===== src/rtl/core/cbp_pkg.sv =====
// shared types and constants of the code and symbol bit packer
package cbp_pkg;

    // command codes of an input item
    localparam logic CMD_PACK  = 1'b0;
    localparam logic CMD_FLUSH = 1'b1;

    // field widths
    localparam int CodeFieldBits = 16;
    localparam int CodeWidthBits = 5;
    localparam int SymbolBits    = 8;
    localparam int ByteBits      = 8;
    localparam int FillBits      = 3;

    // default limit on packed code bits
    localparam int MaxCodeBitsDef = 16;

    // one record carries up to three completed bytes
    localparam int MaxRecBytes = 3;
    localparam int RecBits     = MaxRecBytes * ByteBits;
    localparam int RecCntW     = $clog2(MaxRecBytes + 1);

    // depth of the queue between front and back
    localparam int QueueDepth = 2;

    // completed bytes of one item, earliest byte in the low bits
    typedef struct packed {
        logic [RecBits-1:0] data;
        logic [RecCntW-1:0] nbytes;
    } t_rec;

    // queue status seen by front and back
    typedef struct packed {
        logic full;
        logic empty;
    } t_q_status;

endpackage


===== src/rtl/core/code_symbol_bit_packer_unit.sv =====
// top level of the code and symbol bit packer
// path: an accepted item is written into the queue, and its first byte then moves into the
// output register, which drives the outputs
// throughput: an item is accepted every cycle while the queue has room; the output sends
// one byte per cycle while the consumer pops, so a pair yields one to three bytes through
// the single-byte output register, and the front takes new items while earlier bytes are sent
// reset: synchronous active-low reset clears the pending bits, the queue and the output
module code_symbol_bit_packer_unit #(
    parameter int MAX_CODE_BITS = cbp_pkg::MaxCodeBitsDef
) (
    input  logic                              i_clk,
    input  logic                              i_rst_n,
    input  logic                              push,
    output logic                              full,
    input  logic                              i_cmd,
    input  logic [cbp_pkg::CodeFieldBits-1:0] i_code_value,
    input  logic [cbp_pkg::CodeWidthBits-1:0] i_code_width,
    input  logic [cbp_pkg::SymbolBits-1:0]    i_symbol,
    output logic                              empty,
    input  logic                              pop,
    output logic [cbp_pkg::ByteBits-1:0]      o_out_byte,
    output logic                              o_last
);
    import cbp_pkg::*;

    t_rec      front_rec;
    t_rec      q_head;
    t_q_status q_stat;
    logic      q_push;
    logic      q_pop;

    assign full = q_stat.full;

    // packing front
    cbp_front #(
        .MAX_CODE_BITS(MAX_CODE_BITS)
    ) u_front (
        .i_clk        (i_clk),
        .i_rst_n      (i_rst_n),
        .i_push       (push),
        .i_cmd        (i_cmd),
        .i_code_value (i_code_value),
        .i_code_width (i_code_width),
        .i_symbol     (i_symbol),
        .i_q_stat     (q_stat),
        .o_q_push     (q_push),
        .o_rec        (front_rec)
    );

    // record queue
    cbp_queue u_queue (
        .i_clk   (i_clk),
        .i_rst_n (i_rst_n),
        .i_push  (q_push),
        .i_rec   (front_rec),
        .i_pop   (q_pop),
        .o_head  (q_head),
        .o_stat  (q_stat)
    );

    // byte sender
    cbp_back u_back (
        .i_clk      (i_clk),
        .i_rst_n    (i_rst_n),
        .i_head     (q_head),
        .i_q_stat   (q_stat),
        .i_pop      (pop),
        .o_q_pop    (q_pop),
        .o_empty    (empty),
        .o_out_byte (o_out_byte),
        .o_last     (o_last)
    );

`ifndef ASSERT_OFF
    // the front never writes a full queue
    a_no_overflow: assert property (@(posedge i_clk) disable iff (!i_rst_n)
        q_push |-> !q_stat.full)
        else $error("record pushed into full queue");

    // every queued record carries at least one byte
    a_rec_nonzero: assert property (@(posedge i_clk) disable iff (!i_rst_n)
        !q_stat.empty |-> (q_head.nbytes != '0))
        else $error("empty record in queue");

    // the back only retires a record that exists
    a_no_underflow: assert property (@(posedge i_clk) disable iff (!i_rst_n)
        q_pop |-> !q_stat.empty)
        else $error("record retired from empty queue");
`endif

endmodule


===== src/rtl/core/cbp_front.sv =====
// front part: accepts items, keeps the partial byte and builds byte records
module cbp_front #(
    parameter int MAX_CODE_BITS = cbp_pkg::MaxCodeBitsDef
) (
    input  logic                             i_clk,
    input  logic                             i_rst_n,
    input  logic                             i_push,
    input  logic                             i_cmd,
    input  logic [cbp_pkg::CodeFieldBits-1:0] i_code_value,
    input  logic [cbp_pkg::CodeWidthBits-1:0] i_code_width,
    input  logic [cbp_pkg::SymbolBits-1:0]    i_symbol,
    input  cbp_pkg::t_q_status               i_q_stat,
    output logic                             o_q_push,
    output cbp_pkg::t_rec                    o_rec
);
    import cbp_pkg::*;

    // widest code actually packed and the accumulator that holds one item
    localparam int EffMax = (MAX_CODE_BITS < CodeFieldBits) ? MAX_CODE_BITS : CodeFieldBits;
    localparam int AccW   = (1 << FillBits) - 1 + EffMax + SymbolBits;

    logic [ByteBits-1:0]      r_partial;
    logic [ByteBits-1:0]      n_partial;
    logic [FillBits-1:0]      r_fill;
    logic [FillBits-1:0]      n_fill;

    logic                     accept;
    logic [CodeWidthBits-1:0] eff;
    logic [EffMax-1:0]        code_bits;
    logic [CodeWidthBits-1:0] sym_sh;
    logic [CodeWidthBits-1:0] total;
    logic [AccW-1:0]          acc;
    logic [AccW-1:0]          rest;
    logic [RecCntW-1:0]       pk_nbytes;
    logic [FillBits-1:0]      pk_fill;
    logic [ByteBits-1:0]      pk_partial;

    assign accept = i_push && !i_q_stat.full;

    // clamp the code width and mask the code word
    always_comb begin
        if (i_code_width > CodeWidthBits'(EffMax)) begin
            eff = CodeWidthBits'(EffMax);
        end else begin
            eff = i_code_width;
        end
        for (int j = 0; j < EffMax; j++) begin
            code_bits[j] = i_code_value[j] && (CodeWidthBits'(j) < eff);
        end
    end

    // append code and symbol bits behind the pending bits
    always_comb begin
        sym_sh = CodeWidthBits'(r_fill) + eff;
        acc    = AccW'(r_partial) | (AccW'(code_bits) << r_fill)
               | (AccW'(i_symbol) << sym_sh);
        total  = CodeWidthBits'(r_fill) + eff + CodeWidthBits'(SymbolBits);
        pk_nbytes = RecCntW'(total >> FillBits);
        pk_fill   = total[FillBits-1:0];
        rest      = acc >> {pk_nbytes, FillBits'(0)};
        for (int j = 0; j < ByteBits; j++) begin
            pk_partial[j] = rest[j] && (FillBits'(j) < pk_fill);
        end
    end

    // record and next pending state per command
    always_comb begin
        n_partial = r_partial;
        n_fill    = r_fill;
        case (i_cmd)
            CMD_FLUSH: begin
                o_rec.data   = RecBits'(r_partial);
                o_rec.nbytes = (r_fill != '0) ? RecCntW'(1) : '0;
                if (accept) begin
                    n_partial = '0;
                    n_fill    = '0;
                end
            end
            CMD_PACK: begin
                o_rec.data   = RecBits'(acc);
                o_rec.nbytes = pk_nbytes;
                if (accept) begin
                    n_partial = pk_partial;
                    n_fill    = pk_fill;
                end
            end
            default: begin
                o_rec.data   = '0;
                o_rec.nbytes = '0;
            end
        endcase
        o_q_push = accept && (o_rec.nbytes != '0);
    end

    // pending bit state
    always_ff @(posedge i_clk) begin
        if (!i_rst_n) begin
            r_partial <= '0;
            r_fill    <= '0;
        end else begin
            r_partial <= n_partial;
            r_fill    <= n_fill;
        end
    end

endmodule


===== src/rtl/core/cbp_queue.sv =====
// short record queue between front and back
module cbp_queue (
    input  logic                i_clk,
    input  logic                i_rst_n,
    input  logic                i_push,
    input  cbp_pkg::t_rec       i_rec,
    input  logic                i_pop,
    output cbp_pkg::t_rec       o_head,
    output cbp_pkg::t_q_status  o_stat
);
    import cbp_pkg::*;

    localparam int IdxW = (QueueDepth > 1) ? $clog2(QueueDepth) : 1;
    localparam int CntW = $clog2(QueueDepth + 1);

    t_rec            r_mem [QueueDepth];
    logic [IdxW-1:0] r_wr_ptr;
    logic [IdxW-1:0] n_wr_ptr;
    logic [IdxW-1:0] r_rd_ptr;
    logic [IdxW-1:0] n_rd_ptr;
    logic [CntW-1:0] r_count;
    logic [CntW-1:0] n_count;
    logic            do_push;
    logic            do_pop;

    assign o_stat.full  = (r_count == CntW'(QueueDepth));
    assign o_stat.empty = (r_count == '0);
    assign o_head       = r_mem[r_rd_ptr];
    assign do_push      = i_push && !o_stat.full;
    assign do_pop       = i_pop && !o_stat.empty;

    // pointer and fill count update
    always_comb begin
        n_wr_ptr = r_wr_ptr;
        n_rd_ptr = r_rd_ptr;
        n_count  = r_count;
        if (do_push) begin
            n_wr_ptr = (r_wr_ptr == IdxW'(QueueDepth - 1)) ? '0 : r_wr_ptr + 1'b1;
        end
        if (do_pop) begin
            n_rd_ptr = (r_rd_ptr == IdxW'(QueueDepth - 1)) ? '0 : r_rd_ptr + 1'b1;
        end
        if (do_push && !do_pop) begin
            n_count = r_count + 1'b1;
        end else if (do_pop && !do_push) begin
            n_count = r_count - 1'b1;
        end
    end

    always_ff @(posedge i_clk) begin
        if (!i_rst_n) begin
            r_wr_ptr <= '0;
            r_rd_ptr <= '0;
            r_count  <= '0;
        end else begin
            r_wr_ptr <= n_wr_ptr;
            r_rd_ptr <= n_rd_ptr;
            r_count  <= n_count;
        end
    end

    // entry storage
    always_ff @(posedge i_clk) begin
        if (do_push) begin
            r_mem[r_wr_ptr] <= i_rec;
        end
    end

endmodule


===== src/rtl/core/cbp_back.sv =====
// back part: sends the bytes of each record one per cycle while the consumer pops, through the output register
module cbp_back (
    input  logic                          i_clk,
    input  logic                          i_rst_n,
    input  cbp_pkg::t_rec                 i_head,
    input  cbp_pkg::t_q_status            i_q_stat,
    input  logic                          i_pop,
    output logic                          o_q_pop,
    output logic                          o_empty,
    output logic [cbp_pkg::ByteBits-1:0]  o_out_byte,
    output logic                          o_last
);
    import cbp_pkg::*;

    logic                r_out_valid;
    logic                n_out_valid;
    logic [ByteBits-1:0] r_out_byte;
    logic                r_last;
    logic [RecCntW-1:0]  r_idx;
    logic [RecCntW-1:0]  n_idx;
    logic                load;
    logic                last_sel;
    logic [ByteBits-1:0] sel_byte;

    assign o_empty    = !r_out_valid;
    assign o_out_byte = r_out_byte;
    assign o_last     = r_last;

    // pick the current byte of the head record
    always_comb begin
        case (r_idx)
            RecCntW'(0): sel_byte = i_head.data[0 +: ByteBits];
            RecCntW'(1): sel_byte = i_head.data[ByteBits +: ByteBits];
            RecCntW'(2): sel_byte = i_head.data[2*ByteBits +: ByteBits];
            default:     sel_byte = i_head.data[0 +: ByteBits];
        endcase
    end

    // load the output register whenever a record is queued and the register is free or being taken
    always_comb begin
        load        = !i_q_stat.empty && (!r_out_valid || i_pop);
        last_sel    = (r_idx == i_head.nbytes - 1'b1);
        o_q_pop     = load && last_sel;
        n_idx       = r_idx;
        n_out_valid = r_out_valid;
        if (load) begin
            n_idx       = last_sel ? '0 : r_idx + 1'b1;
            n_out_valid = 1'b1;
        end else if (i_pop) begin
            n_out_valid = 1'b0;
        end
    end

    always_ff @(posedge i_clk) begin
        if (!i_rst_n) begin
            r_out_valid <= 1'b0;
            r_idx       <= '0;
        end else begin
            r_out_valid <= n_out_valid;
            r_idx       <= n_idx;
        end
    end

    // output payload
    always_ff @(posedge i_clk) begin
        if (load) begin
            r_out_byte <= sel_byte;
            r_last     <= last_sel;
        end
    end

endmodule

===== config.mk =====
export PLATFORM = sky130hd
export DESIGN_NAME = code_symbol_bit_packer_unit
export DESIGN_NICKNAME = d
export VERILOG_FILES = /design/src/rtl/core/cbp_pkg.sv /design/src/rtl/core/code_symbol_bit_packer_unit.sv /design/src/rtl/core/cbp_front.sv /design/src/rtl/core/cbp_queue.sv /design/src/rtl/core/cbp_back.sv
export SDC_FILE = /design/constraint.sdc
export NUM_CORES = 1
export LEC_CHECK = 0
export BUFFER_PORTS_ARGS = -buffer_cell sky130_fd_sc_hd__clkbuf_2
export CORE_MARGIN = 2
export CORE_UTILIZATION = 30
export CTS_CLUSTER_SIZE = 16
export DETAILED_ROUTE_END_ITERATION = 12
export PLACE_DENSITY_LB_ADDON = 0.3
export SLEW_MARGIN = 30
export SYNTH_ARGS = -nofsm -noshare
export SYNTH_HDL_FRONTEND = slang
export SYNTH_SLANG_ARGS = --single-unit

===== constraint.sdc =====
create_clock -name i_clk -period 4.95 [get_ports i_clk]
set_clock_uncertainty 0.05 [all_clocks]
set_input_delay 0.495 -clock i_clk [delete_from_list [all_inputs] [get_ports i_clk]]
set_output_delay 0.495 -clock i_clk [all_outputs]
set_load 0.01 [all_outputs]

==> reports/qor.txt, run 1 <==
Initial Util: 30.6%
most frequent cells after synthesis: edfxtp_1, nor2_1, a21oi_1
first-pass GRT wire length: 25.0 mm
crit-path max FO: 31
total negative slack: 0 ps
# diodes: 0
Post-CTS Setup Bufs: 0
share of layout cells above drive strength 1: 18.8%
post-synthesis sequential area ratio: 41.4%
Startpoint Class: primary input
Synth top area share: 34.6%
PortBufs: 44
post-cts resize count: 0
Syn-to-layout area delta: 13.2%
unrepaired setup endpoints after global routing: no
number of synthesized flops with an enable pin: 61
cell area after synthesis: 5300 sq um
slew of the pin with the lowest slew margin: 890 ps
DR pass1 iterations: 5
number of hold violations in the final report: 0
post-synthesis adder-cell area fraction: 2.03%
Main synth FF type: edfxtp_1
ranking of synthesized cells by area: edfxtp_1, dfxtp_1, mux2i_1
PwrDens: 394 nW/um^2
Die H: 137 um
DRC errors left: 0
simple-gate share of the synthesized area: 16.7%
FMAX: 0.285 GHz
Synth cell types: 71
leak pwr: 2.17 nW
number of global-route vias before repair: 4401
Hold Buf Count CTS: 0
area leader, netlist: edfxtp_1
FP Rows: 48
Post-Route WL: 15.7 mm
die width: 137 um
outcome: finished clean
H-tree depth: 3
drt wl/cell: 19.5 um
xor and xnor area share after synthesis: 1.49%
most frequent cell after synthesis: edfxtp_1
Final GP Congestion: 1.05
Synth Area in Compound Gates: 21.0%
register bit count reported by yosys: 79
Worst setup EP type: register
Final setup viols: 0
final net count: 616
cell area after layout: 6000 sq um
Final Util: 34.7%
Period Utilization, post-route: 70.9%
DP Wirelength: 11.5 mm
Core Area: 17300 sq um
total vias in the final route: 4475
CP required: 4960 ps
maxcap violations: 0
Via-to-Cell Ratio: 5.57
I/O Pins: 45
VDD IR max: 0.000182 V
GRT Overall Usage: 17.5%
CP arrival: 3510 ps
die area: 18700 sq um
Iter 0 DRT Violations: 424
antenna violations before repair: 0
Final Power: 2.36 mW
critical path type: in -> reg
Net Count, Synth: 588
Reg clk slew, reported paths: 60 ps
synthesized area per cell: 9.70 sq um
async set or reset register ratio after synthesis: 0%
Post-DRT Antenna Nets: 0
crit path time final: 3510 ps
TritonCTS clock tree: done
Post-Place Cell Area: 5710 sq um
mux cell area share after synthesis: 13.3%
clock buffer depth: 2
warnings from Yosys: 0
CTS Buf Count: 9
clk_lat worst skew: 330 ps
Remaining Overflow, GRT: 0
hold crit path type: in -> reg
Cells after Synth: 546
clock sinks: 79
pin count of the biggest net entering global routing: 44
slew margin rel.: 38.9%
max-slew violations: 0
combinational family with the most area after synthesis: compound AO/OA/AOI/OAI gates
CTS root buffer: clkbuf_16
worst hold slack: 398 ps
-- worst max-delay path, cell delays in order --
cell      delay [ps]
clkbuf_2         460
nor2b_1          120
ha_1             240
fa_1             740
clkinv_1         350
mux2i_1          210
a21oi_1          360
nor2_1            70
a211oi_1         370
nor2_1           100
-- cell type report --
| class | instances | area, sq um |
|---|---|---|
| tap | 225 | 282 |
| clock buffer | 12 | 236 |
| fill | 1784 | 11300 |
| multi-input combinational | 417 | 2900 |
| timing repair buffer | 54 | 295 |
| sequential | 79 | 2190 |
| clock inverter | 4 | 47.5 |
| inverter | 13 | 48.8 |
-- logic make-up after synthesis --
kind of cell / Yosys count
and+or+nand+nor: 179
AOI/OAI and AO/OA: 159
DFF: 79
muxes: 62
buffers and inverters: 50
xor gates and xnor gates: 9
adders and majority gates: 8
-- worst paths after layout --
path	to	depth (start not counted)	start	slack [ps]
worst min-delay path	u_front.r_partial[0]	3	i_rst_n	400
worst min register to register	u_queue.r_rd_ptr	2	u_queue.r_rd_ptr	460
worst max register to register	u_queue.r_mem[1][19]	9	u_front.r_fill[0]	1600
worst max-delay path	u_queue.r_mem[1][19]	10	i_code_width[4]	1440
-- per-stage QoR --
step,std cells,setup slack (ps)
after floorplan,546,801
after CTS,804,1520
after global placement,788,1300
final,804,1440
after detailed placement,788,1180
after global routing,804,1220
-- state kept, by name (all words and copies together) (netlist names), named ones only --
name                flops
u_queue.r_mem          52
u_back.o_out_byte       8
u_front.r_partial       7
u_front.r_fill          3
u_back.r_idx            2
u_queue.r_count         2
u_back.o_last           1
u_back.r_out_valid      1
u_queue.r_rd_ptr        1
u_queue.r_wr_ptr        1
-- per-layer routing --
metal | vias up | global-route usage (%) | share of wire, %
met3 | 26 | 2.81 | 4.9
met5 | - | 0 | 0
li1 | 2136 | - | -
met2 | 148 | 27.9 | 46
met4 | 0 | 5.78 | 2.2
met1 | 2165 | 24.0 | 47
-- report_power, final --
part | internal, mW | switching, mW | total (mW)
combinational | 0.298 | 0.507 | 0.806
sequential | 0.871 | 0.0407 | 0.912
clock | 0.389 | 0.254 | 0.643
-- placed cells by master, fill, tap and decap left out, types with 7 or more instances in the layout --
cell type and n:
a211oi_1 7, a21oi_1 42, a221oi_1 12, and2_1 10, buf_4 10, clkbuf_16 9
clkbuf_2 44, dfxtp_1 18, edfxtp_1 61, ha_1 7, inv_1 12, mux2_2 24
mux2i_1 33, nand2_1 41, nand2b_1 11, nand3_1 10, nor2_1 56, nor3_1 15
o211ai_1 9, o21ai_0 17
Power figures use the tool's default switching activity.
==> run 2, diff against run 1 <==
==> constraint.sdc (replaced) <==
create_clock -name i_clk -period 2.8 [get_ports i_clk]
set_clock_uncertainty 0.05 [all_clocks]
set_input_delay 0.28 -clock i_clk [delete_from_list [all_inputs] [get_ports i_clk]]
set_output_delay 0.28 -clock i_clk [all_outputs]
set_load 0.01 [all_outputs]
==> run 2 against run 1 <==
Combinational power increased by 89%. Count of clock-buffer cells in the layout is 2 lower. Hold slack lost 210 ps. Flip-flop and latch count stayed put. Routed wire length grew 3.7%. Total power rose by 83%. Final area rose by 6.4%. Worst setup slack worse by 1400 ps. Non-clock buffer count grew 40. Via count up 3.5%. Clock power up 85%. Critical endpoint is now u_queue.r_mem[0][19]. Largest cell class unchanged. Largest power group unchanged.
==> reports/qor.txt, run 2 (synthesis gave the netlist of run 1 again) <==
Die H: 137 um (unchanged)
number of hold violations in the final report: 0 (unchanged)
unrepaired setup endpoints after global routing: yes
Post-CTS Setup Bufs: 0 (unchanged)
number of global-route vias before repair: 4542 (+3.2%)
share of layout cells above drive strength 1: 25.7% (+6.9 points)
PwrDens: 679 nW/um^2 (+72%)
VDD IR max: 0.000267 V (+47%)
Hold Buf Count CTS: 0 (unchanged)
DP Wirelength: 12.4 mm (+7.8%)
Final GP Congestion: 0.933 (-11%)
Core Area: 17300 sq um (unchanged)
TritonCTS clock tree: done
cell area after layout: 6380 sq um (+6.4%)
Iter 0 DRT Violations: 332 (-22%)
pin count of the biggest net entering global routing: 42 (-4.5%)
Final Power: 4.33 mW (+83%)
Initial Util: 30.6% (unchanged)
CTS root buffer: clkbuf_16
Remaining Overflow, GRT: 0 (unchanged)
Period Utilization, post-route: 99.4%
critical path type: reg -> reg
antenna violations before repair: 0 (unchanged)
Final Util: 36.9% (+2.2 points)
FP Rows: 48 (unchanged)
die width: 137 um (unchanged)
H-tree depth: 3 (unchanged)
Via-to-Cell Ratio: 5.49 (-1.4%)
CP delay by family, top: adder cells
total vias in the final route: 4631 (+3.5%)
hold crit path type: in -> reg
maxcap violations: 0 (unchanged)
Post-DRT Antenna Nets: 0 (unchanged)
DP Worst Slack: -127 ps (-1300 ps)
Worst setup EP type: register
Syn-to-layout area delta: 20.4%
CP required: 2830 ps (-2130 ps)
FMAX: 0.359 GHz
clock buffer depth: 2 (unchanged)
commonest non-fill, non-tap cells in the layout: edfxtp_1, nor2_1, buf_4, clkbuf_2
Post-Route WL: 16.2 mm (+3.7%)
clock sinks: 79 (unchanged)
outcome: finished clean
# diodes: 0 (unchanged)
flip-flop count of the largest register after layout: 52 (unchanged)
critical path's largest stage delay: 560 ps (-180 ps)
DRC errors left: 0 (unchanged)
PortBufs: 44 (unchanged)
drt wl/cell: 19.2 um (-1.2%)
Startpoint Class: register
crit path time final: 2780 ps
slew margin rel.: 56.3% (+17 points)
Top reg by flops: u_queue.r_mem
CTS Buf Count: 9 (unchanged)
clk_lat worst skew: 340 ps (about the same)
first-pass GRT wire length: 25.5 mm (+1.9%)
crit-path max FO: 4 (-87%)
placed cells: 828 (+5.1%)
final net count: 656 (+6.5%)
Final setup viols: 0 (unchanged)
final setup margin: 18.2 ps (-1420 ps)
commonest non-fill, non-tap cell in the layout: edfxtp_1
I/O Pins: 45 (unchanged)
worst hold slack: 188 ps (-210 ps)
Reg clk slew, reported paths: 70 ps (about the same)
slew of the pin with the lowest slew margin: 638 ps (-253 ps)
max-slew violations: 0 (unchanged)
CP arrival: 2820 ps (-690 ps)
CP cell instances: ha_2, fa_2, clkinv_1, mux2i_1, a21oi_1, nor2_1, a211oi_1, buf_4, nor2_1
total negative slack: 0 ps (unchanged)
GRT Overall Usage: 18.0% (+0.51 points)
Post-Place Cell Area: 6070 sq um (+6.4%)
Fillers: 1788 (+0.22%)
leak pwr: 2.38 nW (+9.5%)
DR pass1 iterations: 7 (+2)
Buf+Inv Stages, Crit Path: 2 (unchanged)
Most common cell on crit path: nor2_1
Finished Layout Cells: 844 (+5.0%)
Critical-path top delay cell: fa_2
die area: 18700 sq um (unchanged)
## run 2: cell count changes in the layout (fill, tap and decap cells not counted), sizes merged
| cell | previous run | this run |
|---|---|---|
| buf | 10 | 50 |
| clkbuf | 56 | 54 |
| clkinv | 4 | 3 |
| clkinvlp | 0 | 1 |
| inv | 12 | 14 |
## run 2: power by group
part | internal (mW) | switching [mW]
combinational | 0.615 | 0.908
sequential | 1.54 | 0.0828
clock | 0.697 | 0.488
total | 2.85 | 1.48
## run 2: worst paths after layout
kind,startpoint,endpoint,slack [ps],cells past startpoint
setup / recovery,u_front.r_fill[0],u_queue.r_mem[0][19],20,9
hold / removal,i_rst_n,u_front.r_partial[0],190,3
setup reg to reg,u_front.r_fill[0],u_queue.r_mem[0][19],20,9
hold reg to reg,u_front.r_partial[5],u_front.r_partial[5],440,2
## run 2: routing by layer
layer / vias up / GRT usage, % / wire length (um)
li1: 2223 / - / -
met3: 36 / 2.26 / 583
met2: 140 / 29.4 / 7420
met5: - / 0 / 0
met4: 0 / 7.62 / 579
met1: 2232 / 23.9 / 7670
## run 2: worst register-to-register path, cell delays in order (launching register included)
cell,delay (ps)
dfxtp_1,330
ha_2,200
fa_2,560
clkinv_1,170
mux2i_1,190
a21oi_1,380
nor2_1,80
a211oi_1,350
buf_4,170
nor2_1,40
## run 2: layout make-up
| cell class | count | area, sq um | share of cell area, % |
|---|---|---|---|
| Multi-Input combinational cell | 417 | 2930 | 45.9 |
| Sequential cell | 79 | 2190 | 34.4 |
| Timing Repair Buffer | 94 | 633 | 9.92 |
| Tap cell | 225 | 282 | 4.41 |
| Clock buffer | 10 | 229 | 3.59 |
| Clock inverter | 6 | 68.8 | 1.08 |
| Inverter | 13 | 48.8 | 0.765 |
## run 2: timing repair
| action | in CTS | in global routing |
|---|---|---|
| hold endpoints to repair | 0 | 0 |
| endpoints found under the setup margin | 0 | 15 |
| resized for setup | 0 | 3 |
